==> config.mk <==
export PLATFORM = sky130hd
export DESIGN_NAME = audio_streaming_descriptor_parser_core_flat
export DESIGN_NICKNAME = d
export VERILOG_FILES = /design/src/hw/rtl/asd_pkg.sv /design/src/hw/rtl/asd_if.sv /design/src/hw/rtl/asd_parser.sv /design/src/hw/rtl/asd_out_skid.sv /design/src/hw/rtl/audio_streaming_descriptor_parser_core.sv /design/src/flat_wrapper.sv
export SDC_FILE = /design/constraint.sdc
export NUM_CORES = 1
export LEC_CHECK = 0
export ABC_AREA = 1
export BUFFER_PORTS_ARGS = -buffer_cell sky130_fd_sc_hd__buf_2
export CORE_UTILIZATION = 55
export CTS_BUF_LIST = sky130_fd_sc_hd__clkbuf_2 sky130_fd_sc_hd__clkbuf_4 sky130_fd_sc_hd__clkbuf_8
export DETAILED_ROUTE_END_ITERATION = 10
export PLACE_DENSITY = 0.76
export SYNTH_ARGS = -nofsm -noshare
export SYNTH_HDL_FRONTEND = slang
export SYNTH_SLANG_ARGS = --single-unit
==> constraint.sdc <==
create_clock -name clk -period 8.51 [get_ports clk]
set_input_delay 0 -clock clk [delete_from_list [all_inputs] [get_ports clk]]
set_output_delay 0 -clock clk [all_outputs]
set_load 0.02 [all_outputs]
==> src/hw/rtl/asd_pkg.sv <==
// package: shared constants and types of the audio streaming descriptor parser
package asd_pkg;

  localparam int CAPTURE_DEPTH = 11;
  localparam int CAP_IDX_W     = $clog2(CAPTURE_DEPTH);

  localparam logic [7:0] CS_IFACE_TYPE     = 8'h24;
  localparam logic [7:0] SUB_STREAM_GEN    = 8'h01;
  localparam logic [7:0] SUB_FORMAT        = 8'h02;
  localparam logic [7:0] FMT_TYPE_ONE      = 8'h01;
  localparam logic [7:0] MIN_DESC_LEN      = 8'd3;
  localparam logic [7:0] AS_GEN_FULL_LEN   = 8'd11;
  localparam logic [7:0] AS_GEN_SHORT_LEN  = 8'd7;
  localparam logic [7:0] FMT_SHORT_LEN     = 8'd6;
  localparam logic [7:0] FMT_LONG_LEN      = 8'd8;

  typedef struct packed {
    logic [7:0]  terminal_link;
    logic [7:0]  format_type;
    logic [31:0] format_mask;
    logic [7:0]  channel_count;
    logic [7:0]  subslot_size;
    logic [7:0]  resolution_bits;
  } held_t;

  typedef struct packed {
    held_t fields;
    logic  stopped_early;
  } result_t;

endpackage

==> src/hw/rtl/asd_if.sv <==
// interfaces: byte request channel and result request channel
interface asd_in_if;
  logic       valid;
  logic       ready;
  logic [7:0] data_byte;
  logic       last_byte;

  modport source (output valid, output data_byte, output last_byte, input ready);
  modport sink   (input valid, input data_byte, input last_byte, output ready);
endinterface

interface asd_out_if;
  logic        valid;
  logic        ready;
  logic [7:0]  terminal_link;
  logic [7:0]  format_type;
  logic [31:0] format_mask;
  logic [7:0]  channel_count;
  logic [7:0]  subslot_size;
  logic [7:0]  resolution_bits;
  logic        stopped_early;

  modport source (output valid, output terminal_link, output format_type,
                  output format_mask, output channel_count, output subslot_size,
                  output resolution_bits, output stopped_early, input ready);
  modport sink   (input valid, input terminal_link, input format_type,
                  input format_mask, input channel_count, input subslot_size,
                  input resolution_bits, input stopped_early, output ready);
endinterface

==> src/hw/rtl/asd_parser.sv <==
// parser: descriptor framing, byte capture and held field update per byte
module asd_parser (
  input  logic              clk,
  input  logic              rst_n,
  input  logic              in_acc,
  input  logic [7:0]        in_byte,
  input  logic              in_last,
  output logic              res_valid,
  output asd_pkg::result_t  res_data
);

  localparam int IdxW = asd_pkg::CAP_IDX_W;

  logic [7:0]     off_r, off_nxt;
  logic [7:0]     len_r, len_nxt;
  logic           halted_r, halted_nxt;
  asd_pkg::held_t held_r, held_nxt;
  logic [7:0]     captured_r [asd_pkg::CAPTURE_DEPTH];
  logic [7:0]     cap_view   [asd_pkg::CAPTURE_DEPTH];
  logic           cap_we;
  logic           complete;
  logic [7:0]     off_inc;

  assign off_inc = off_r + 8'd1;

  // capture array as it looks with the current byte written
  always_comb begin
    for (int i = 0; i < asd_pkg::CAPTURE_DEPTH; i++) begin
      cap_view[i] = (cap_we && (off_r[IdxW-1:0] == IdxW'(i))) ? in_byte : captured_r[i];
    end
  end

  always_comb begin
    off_nxt    = off_r;
    len_nxt    = len_r;
    halted_nxt = halted_r;
    held_nxt   = held_r;
    cap_we     = 1'b0;
    complete   = 1'b0;
    res_data   = '0;

    if (halted_r) begin
      if (off_r < asd_pkg::MIN_DESC_LEN) off_nxt = off_inc;
    end else if (off_r == 8'd0) begin
      len_nxt = in_byte;
      off_nxt = 8'd1;
      cap_we  = 1'b1;
      if (in_byte < asd_pkg::MIN_DESC_LEN) halted_nxt = 1'b1;
    end else begin
      cap_we  = (off_r < 8'(asd_pkg::CAPTURE_DEPTH));
      off_nxt = off_inc;
      if (off_inc == len_r) begin
        complete = 1'b1;
        off_nxt  = 8'd0;
      end
    end

    if (complete && (cap_view[1] == asd_pkg::CS_IFACE_TYPE)) begin
      if (cap_view[2] == asd_pkg::SUB_STREAM_GEN) begin
        if (len_r >= asd_pkg::AS_GEN_FULL_LEN) begin
          held_nxt.terminal_link = cap_view[3];
          held_nxt.format_type   = cap_view[5];
          held_nxt.format_mask   = {cap_view[9], cap_view[8], cap_view[7], cap_view[6]};
          held_nxt.channel_count = cap_view[10];
        end else if (len_r >= asd_pkg::AS_GEN_SHORT_LEN) begin
          held_nxt.format_type = cap_view[3];
        end
      end else if ((cap_view[2] == asd_pkg::SUB_FORMAT) &&
                   (cap_view[3] == asd_pkg::FMT_TYPE_ONE)) begin
        if (len_r == asd_pkg::FMT_SHORT_LEN) begin
          held_nxt.format_type     = cap_view[3];
          held_nxt.subslot_size    = cap_view[4];
          held_nxt.resolution_bits = cap_view[5];
        end else if (len_r >= asd_pkg::FMT_LONG_LEN) begin
          held_nxt.format_type     = cap_view[3];
          held_nxt.channel_count   = cap_view[4];
          held_nxt.subslot_size    = cap_view[5];
          held_nxt.resolution_bits = cap_view[6];
        end
      end
    end

    res_data.fields        = held_nxt;
    res_data.stopped_early = halted_nxt && (off_nxt >= asd_pkg::MIN_DESC_LEN);

    // end of blob: back to the cleared state
    if (in_last) begin
      off_nxt    = 8'd0;
      len_nxt    = 8'd0;
      halted_nxt = 1'b0;
      held_nxt   = '0;
    end
  end

  assign res_valid = in_acc && in_last;

  always_ff @(posedge clk) begin
    if (!rst_n) begin
      off_r    <= 8'd0;
      len_r    <= 8'd0;
      halted_r <= 1'b0;
      held_r   <= '0;
    end else if (in_acc) begin
      off_r    <= off_nxt;
      len_r    <= len_nxt;
      halted_r <= halted_nxt;
      held_r   <= held_nxt;
    end
  end

  always_ff @(posedge clk) begin
    if (in_acc && cap_we) begin
      captured_r[off_r[IdxW-1:0]] <= in_byte;
    end
  end

endmodule

==> src/hw/rtl/asd_out_skid.sv <==
// result register with skid stage
module asd_out_skid (
  input  logic              clk,
  input  logic              rst_n,
  input  logic              push,
  input  asd_pkg::result_t  push_data,
  output logic              can_push,
  output logic              out_valid,
  input  logic              out_ready,
  output asd_pkg::result_t  out_data
);

  logic             main_v_r;
  logic             skid_v_r;
  asd_pkg::result_t main_d_r;
  asd_pkg::result_t skid_d_r;
  logic             pop;

  assign pop       = main_v_r && out_ready;
  assign can_push  = !skid_v_r;
  assign out_valid = main_v_r;
  assign out_data  = main_d_r;

  always_ff @(posedge clk) begin
    if (!rst_n) begin
      main_v_r <= 1'b0;
      skid_v_r <= 1'b0;
    end else if (skid_v_r) begin
      if (pop) begin
        main_d_r <= skid_d_r;
        skid_v_r <= 1'b0;
      end
    end else if (push) begin
      if (!main_v_r || pop) begin
        main_d_r <= push_data;
        main_v_r <= 1'b1;
      end else begin
        skid_d_r <= push_data;
        skid_v_r <= 1'b1;
      end
    end else if (pop) begin
      main_v_r <= 1'b0;
    end
  end

endmodule

==> src/hw/rtl/audio_streaming_descriptor_parser_core.sv <==
// top level: usb audio streaming descriptor parser core
//
//   channel | dir | handshake     | payload
//   in_ch   | in  | valid/ready   | data_byte[7:0], last_byte
//   out_ch  | out | valid/ready   | terminal_link, format_type, format_mask[31:0],
//           |     |               | channel_count, subslot_size, resolution_bits,
//           |     |               | stopped_early
//
// one byte accepted per cycle while in_ch.ready is high; framing and field update
// finish in the accepting cycle, and a last byte's result is registered for out_ch
// reset: synchronous active-low rst_n clears framing state, held fields and output
// a result register plus one skid entry hold results; in_ch.ready drops only while
// both are full
module audio_streaming_descriptor_parser_core (
  input  logic            clk,
  input  logic            rst_n,
  asd_in_if.sink          in_ch,
  asd_out_if.source       out_ch
);

  logic             in_acc;
  logic             res_valid;
  asd_pkg::result_t res_data;
  asd_pkg::result_t out_data;
  logic             can_push;

  assign in_ch.ready = can_push;
  assign in_acc      = in_ch.valid && can_push;

  asd_parser u_parser (
    .clk       (clk),
    .rst_n     (rst_n),
    .in_acc    (in_acc),
    .in_byte   (in_ch.data_byte),
    .in_last   (in_ch.last_byte),
    .res_valid (res_valid),
    .res_data  (res_data)
  );

  asd_out_skid u_out (
    .clk       (clk),
    .rst_n     (rst_n),
    .push      (res_valid),
    .push_data (res_data),
    .can_push  (can_push),
    .out_valid (out_ch.valid),
    .out_ready (out_ch.ready),
    .out_data  (out_data)
  );

  assign out_ch.terminal_link   = out_data.fields.terminal_link;
  assign out_ch.format_type     = out_data.fields.format_type;
  assign out_ch.format_mask     = out_data.fields.format_mask;
  assign out_ch.channel_count   = out_data.fields.channel_count;
  assign out_ch.subslot_size    = out_data.fields.subslot_size;
  assign out_ch.resolution_bits = out_data.fields.resolution_bits;
  assign out_ch.stopped_early   = out_data.stopped_early;

endmodule

==> src/flat_wrapper.sv <==
// flat-port wrapper written by rule: the top's interface ports become plain ports
module audio_streaming_descriptor_parser_core_flat 
  (clk, rst_n, in_ch_valid, in_ch_data_byte, in_ch_last_byte, in_ch_ready, out_ch_valid, out_ch_terminal_link, out_ch_format_type, out_ch_format_mask, out_ch_channel_count, out_ch_subslot_size, out_ch_resolution_bits, out_ch_stopped_early, out_ch_ready);
  asd_in_if in_ch_i ();
  asd_out_if out_ch_i ();
  input  logic clk;
  input  logic rst_n;
  input wire logic [$bits(in_ch_i.valid)-1:0] in_ch_valid;
  input wire logic [$bits(in_ch_i.data_byte)-1:0] in_ch_data_byte;
  input wire logic [$bits(in_ch_i.last_byte)-1:0] in_ch_last_byte;
  output wire logic [$bits(in_ch_i.ready)-1:0] in_ch_ready;
  output wire logic [$bits(out_ch_i.valid)-1:0] out_ch_valid;
  output wire logic [$bits(out_ch_i.terminal_link)-1:0] out_ch_terminal_link;
  output wire logic [$bits(out_ch_i.format_type)-1:0] out_ch_format_type;
  output wire logic [$bits(out_ch_i.format_mask)-1:0] out_ch_format_mask;
  output wire logic [$bits(out_ch_i.channel_count)-1:0] out_ch_channel_count;
  output wire logic [$bits(out_ch_i.subslot_size)-1:0] out_ch_subslot_size;
  output wire logic [$bits(out_ch_i.resolution_bits)-1:0] out_ch_resolution_bits;
  output wire logic [$bits(out_ch_i.stopped_early)-1:0] out_ch_stopped_early;
  input wire logic [$bits(out_ch_i.ready)-1:0] out_ch_ready;
  assign in_ch_i.valid = in_ch_valid;
  assign in_ch_i.data_byte = in_ch_data_byte;
  assign in_ch_i.last_byte = in_ch_last_byte;
  assign in_ch_ready = in_ch_i.ready;
  assign out_ch_valid = out_ch_i.valid;
  assign out_ch_terminal_link = out_ch_i.terminal_link;
  assign out_ch_format_type = out_ch_i.format_type;
  assign out_ch_format_mask = out_ch_i.format_mask;
  assign out_ch_channel_count = out_ch_i.channel_count;
  assign out_ch_subslot_size = out_ch_i.subslot_size;
  assign out_ch_resolution_bits = out_ch_i.resolution_bits;
  assign out_ch_stopped_early = out_ch_i.stopped_early;
  assign out_ch_i.ready = out_ch_ready;
  audio_streaming_descriptor_parser_core u_core (.clk(clk), .rst_n(rst_n), .in_ch(in_ch_i), .out_ch(out_ch_i));
endmodule
# == Word level (Yosys, flattened, before mapping) ==
# Memories as Yosys holds them, arrays and structs flattened.
# Cells that the tools add are included.
# word_totals
input_bits,13
regBits,237
output_inout_bits,75
ram_bits,88
memories,1
# memory_table
name,depth,width,rd,rd_clocked_by_memory_dff,write_ports,line_no,source
u_core.u_parser.captured_r,11,8,10,0,1,asd_parser.sv:18,logic [7:0] captured_r [asd_pkg::CAPTURE_DEPTH];
# classes
n_eq_ne,19
reduce_logical,29
muxes,58
bitwise,2
n_lt_le_gt_ge,7
n_addsub,1
# ops
operator,count
$mux W73,4
$mux W8,28
$mux W72,2
$mux W24,2
$mux W40,1
$mux W16,2
$mux W32,1
$mux W1,18
$logic_and A1 B1 Y1,17
$eq A4 B3 Y1 const B,4
$eq A8 B1 Y1 const B,2
$ge A8 B4 Y1 const B,2
$lt A8 B2 Y1 const B,2
$eq A4 B4 Y1 const B,3
$add A8 B1 Y8 const B,1
$eq A4 B2 Y1 const B,2
$eq A8 B2 Y1 const B,1
$eq A8 B3 Y1 const B,1
$eq A8 B6 Y1 const B,1
$eq A8 B8 Y1,1
$ge A8 B2 Y1 const B,1
$ge A8 B3 Y1 const B,1
$logic_not A8 Y1,1
$lt A8 B4 Y1 const B,1
9 further kinds,17

# == Depth between registers and ports, before layout ==
# depth
ltp_word,13
ltp_mapped,19
depth_no_buf,17

# == Modules after synthesis ==
# Synthesis repeated with hierarchy kept, for this count alone.
# hier_totals
cells_unflattened,1640
hier_area_um2,14523.9
# by_module_without_submodules
module,instances,area_per_inst_um2,cells_each,seq_area_each_um2
asd_parser,1,9103.7,1236,4184.0
asd_out_skid,1,5412.7,402,4424.2
audio_streaming_descriptor_parser_core,1,7.5,2,0.0

# == Worst setup path after synthesis ==
# OpenSTA, ideal clock, no wires.
# synth_timing
path_kind,register -> register
start,register u_core.u_out.skid_v_r
end,"register u_core.u_out.skid_d_r[0] (netlist name), enable pin"
setup_ns,0.692
arrival_time_ns,7.620
stages_incl_launch_ff,6
period_less_slack_ns,8.312
slack_ns,0.198
path_buffers,0
path_cell_list,dfxtp_1 inv_1 nand2_1 nor2_1 inv_1 nor4_1
# synth_via
elab_chain_cells,4
elab_cells_between_ends,5
cone_classes,bitwise (1); reduce/logical (4)
# synth_lines
element,line_no,source
start: declaration,asd_out_skid.sv:14,logic skid_v_r;
start signal: assignment,asd_out_skid.sv:27,skid_v_r <= 1'b0;
start signal: assignment,asd_out_skid.sv:31,skid_v_r <= 1'b0;
start signal: assignment,asd_out_skid.sv:39,skid_v_r <= 1'b1;
$logic_not A1 Y1,asd_out_skid.sv:20,assign can_push = !skid_v_r;
$logic_and A1 B1 Y1,audio_streaming_descriptor_parser_core.sv:28,assign in_acc = in_ch.valid && can_push;
$logic_and A1 B1 Y1,asd_parser.sv:95,assign res_valid = in_acc && in_last;
$reduce_and A4 Y1 (no source line) *,--,
end signal: assignment,asd_out_skid.sv:38,skid_d_r <= push_data;
end: declaration,asd_out_skid.sv:16,asd_pkg::result_t skid_d_r;
# Every way passes the cells marked *; elsewhere a longest branch is shown, timed or not.
# A chain may end at the register's enable or synchronous reset.

# == Worst setup path in the final report ==
# layout_timing
start,register u_core.u_out.skid_v_r
end,register u_core.u_parser.len_r[0]
# layout_via
elab_chain_cells,3
# layout_lines
element,line_no,source
$logic_not A1 Y1,asd_out_skid.sv:20,
$logic_and A1 B1 Y1,audio_streaming_descriptor_parser_core.sv:28,
$reduce_and A3 Y1 (no source line),--,
end signal: assignment,asd_parser.sv:105,len_r <= len_nxt;
end: declaration,asd_parser.sv:15,"logic [7:0] len_r, len_nxt;"
# Every way passes these cells.

==> flow_metrics.env <==
export IMPL_vias=12330
export IMPL_grt_pass1_vias=11650
export IMPL_rr_worst_depth=10
export IMPL_syn_mean_instance_area_sq_um=8.555
export IMPL_ctsHtreeMaxLevel=2
export IMPL_syn_area_sq_um=15220
export IMPL_grt_pass1_wl_mm=61.64
export IMPL_cp_num_cells=10
export IMPL_area_growth_pct=11.78
export IMPL_slowest_delay_ps=970
export IMPL_clk_pin_slew_ps=60
export IMPL_critical_path_top_delay_family="buffers and inverters"
export IMPL_cts_buffers=51
export IMPL_period_minus_slack_ps=4641
export IMPL_clk_latency_ps=590
export IMPL_max_slew_margin_pct=20.04
export IMPL_ir_drop_uv=147.1
export IMPL_finalNetCount=1880
export IMPL_drv_slew=0
export IMPL_synth_edff_count=226
export IMPL_maxCapViolations=0
export IMPL_ant_nets=0
export IMPL_wl_mm=38.55
export IMPL_yosysSeqAreaShare_pct=56.56
export IMPL_drt_iter0_markers=1160
export IMPL_required_ps=9010
export IMPL_numPortBuffers=87
export IMPL_synthCells=1779
export IMPL_crit_path_end_kind="register"
export IMPL_hold_start="in_ch_valid"
export IMPL_cp_start_kind="register"
export IMPL_dpl_hpwl_mm=24.56
export IMPL_max_freq_ghz=0.2155
export IMPL_yosys_top_cells_area="edfxtp_1 45%, nand2_1 17%, dfxtp_1 12%"
export IMPL_dieArea_sq_um=28340
export IMPL_gr_usage_all_layers_pct=27.83
export IMPL_die_w_um=168.4
export IMPL_clock_path_buffers=3
export IMPL_yosysTopAreaCellShare_pct=44.59
export IMPL_wire_per_inst_um=17.16
export IMPL_rows=60
export IMPL_power_density_nw_per_um2=187.0
export IMPL_synth_ff_type="edfxtp_1"
export IMPL_cts_sinks=317
export IMPL_ys_async_sr_fraction_pct=0
export IMPL_setup_viol=0
export IMPL_core_area_sq_um=27030
export IMPL_post_cts_resize_count=0
export IMPL_reg2reg_from="u_core.u_out.skid_v_r"
export IMPL_synth_nets=1796
export IMPL_yosys_cell_types_count=46
export IMPL_ios=88
export IMPL_cp_cell_sequence="buf_4, inv_2, buf_4, nand2_2, nor2_4, buf_4, inv_1, nor4_1, nand2_1, a21oi_1"
export IMPL_status="complete, no violations"
export IMPL_grt_overflow=0
export IMPL_arrival_ps=5140
export IMPL_path_max_fanout=77
export IMPL_ctsRootBufferMaster="clkbuf_8"
export IMPL_initial_core_util_pct=56.31
export IMPL_hold_viol=0
export IMPL_ys_ff_latch=317
export IMPL_yosysWarnings=0
export IMPL_path_class="reg -> reg"
export IMPL_drt_pass1_iterations=6
export IMPL_grt_max_degree=92
export IMPL_gp_congestion=0.9360
export IMPL_cp_startpoint="u_core.u_out.skid_v_r"
export IMPL_yosysTopAreaCell="edfxtp_1"
export IMPL_antenna_cells=0
export IMPL_die_y_um=168.4
export IMPL_clock_skew_ps=14.37
export IMPL_synth_common_cells="670 x nand2_1, 226 x edfxtp_1, 131 x a21oi_1"
export IMPL_min_path_type="in -> reg"
export IMPL_whs_ps=116.5
export IMPL_synth_most_common_cell="nand2_1"
export IMPL_cp_common_cell="buf_4"
export IMPL_antenna_found_initial=0
export IMPL_crit_path_top_delay_cell="nor4_1"
export IMPL_fin_setup_tns_ps=0
export IMPL_worstHoldPathCells=4
export IMPL_viasPerCell=5.487
export IMPL_critPathBufInv=5
export IMPL_drc_errors=0
export IMPL_p_leak_nw=6.978
export IMPL_rsz0062_at_grt="false"
export IMPL_tightest_slew_ps=1189
export IMPL_cts_tree="yes"
export IMPL_period_share_pct=54.54
export IMPL_layout_drive_gt1_share_pct=13.96
## metal layers
layer	global-route usage, %	routed length, um	up-vias
met5	0	0	-
met4	10.32	1170	0
met3	4.819	2625	101
met2	46.94	18620	450
met1	36.00	16130	5716
li1	-	-	6063
## power by group
part | internal [mW] | switching (mW)
Combinational | 0.0383 | 0.128
Clock | 0.745 | 0.606
Sequential | 1.66 | 0.00583
## worst paths after layout
path	to	slack [ps]
max	u_core.u_parser.len_r[0]	3870
max reg2reg	u_core.u_parser.len_r[0]	3870
min reg2reg	u_core.u_parser.held_r[36]	460
min	u_core.u_parser.held_r[55]	120
## stage by stage
step / instances / power [mW] / util (%) / instance area, sq um / worst slack, ps
global placement: 2139 / 1.854 / 58.57 / 15830 / 4058
finish: 2247 / 3.181 / 62.95 / 17010 / 3869
global route: 2247 / 3.284 / 62.95 / 17010 / 3456
floorplan: 1779 / 1.795 / - / 15220 / 197.7
detailed placement: 2139 / 1.856 / 58.57 / 15830 / 3900
CTS: 2247 / 3.199 / 62.95 / 17010 / 3884
## worst min-delay path: stages
cell     delay [ps]
buf_2           100
nand2_2         330
nand2_1         160
a21oi_1          50
## flip-flops by register name, indices dropped and copies added, names as in the netlist
name,count
u_core.u_out.out_data,73
u_core.u_parser.halted_r,1
u_core.u_out.skid_v_r,1
u_core.u_parser.captured_r,80
u_core.u_out.skid_d_r,73
u_core.u_parser.held_r,72
u_core.u_parser.len_r,8
u_core.u_out.out_valid,1
u_core.u_parser.off_r,8
## layout by cell type, fill, tap and decap left out, types with 3 or more instances in the layout
cell and count:
nand2_2 3, nand3_4 3, nand3_2 4, and2_1 9
nand3b_1 4, nor2_2 7, nor2_1 122, o21bai_1 4
o21ai_0 58, a2bb2oi_1 4, clkbuf_4 17, buf_4 15
o211ai_1 13, edfxtp_1 226, or2_2 4, inv_1 129
clkinv_1 15, nor2_4 7, a31oi_1 11, o21a_1 7
inv_2 5, o21ai_2 40, clkbuf_8 56, dfxtp_1 90
nor3_1 7, clkinv_2 6, ha_1 4, o22ai_1 4
nand3_1 106, buf_2 87, nand2_1 669, nand4_1 4
a21oi_1 131, dlygate4sd3_1 12
## repair_timing
item                      CTS  global route
setup buffers               0             0
hold endpoints to repair   91             0
hold buffers               12             0
## area by class of cell
class | count | area [sq um]
multi-input combinational | 1242 | 5729
tap | 341 | 426.7
timing repair buffer | 114 | 668.1
sequential | 317 | 8610
fill | 2300 | 10010
clock buffer | 73 | 898.4
clock inverter | 23 | 163.9
inverter | 137 | 516.7
## logic make-up (layout without fill, tap and decap cells)
kind of cell | Yosys count | count (layout) | synth area share [%]
buffers and inverters | 220 | 347 | 5.993
xor gates and xnor gates | 2 | 2 | 0.1151
DFF | 317 | 317 | 56.56
and+or+nand+nor | 957 | 957 | 26.11
adders and majority gates | 4 | 4 | 0.3289
AOI/OAI and AO/OA | 279 | 279 | 10.89
No activity file was read; power rests on OpenSTA's default activity.
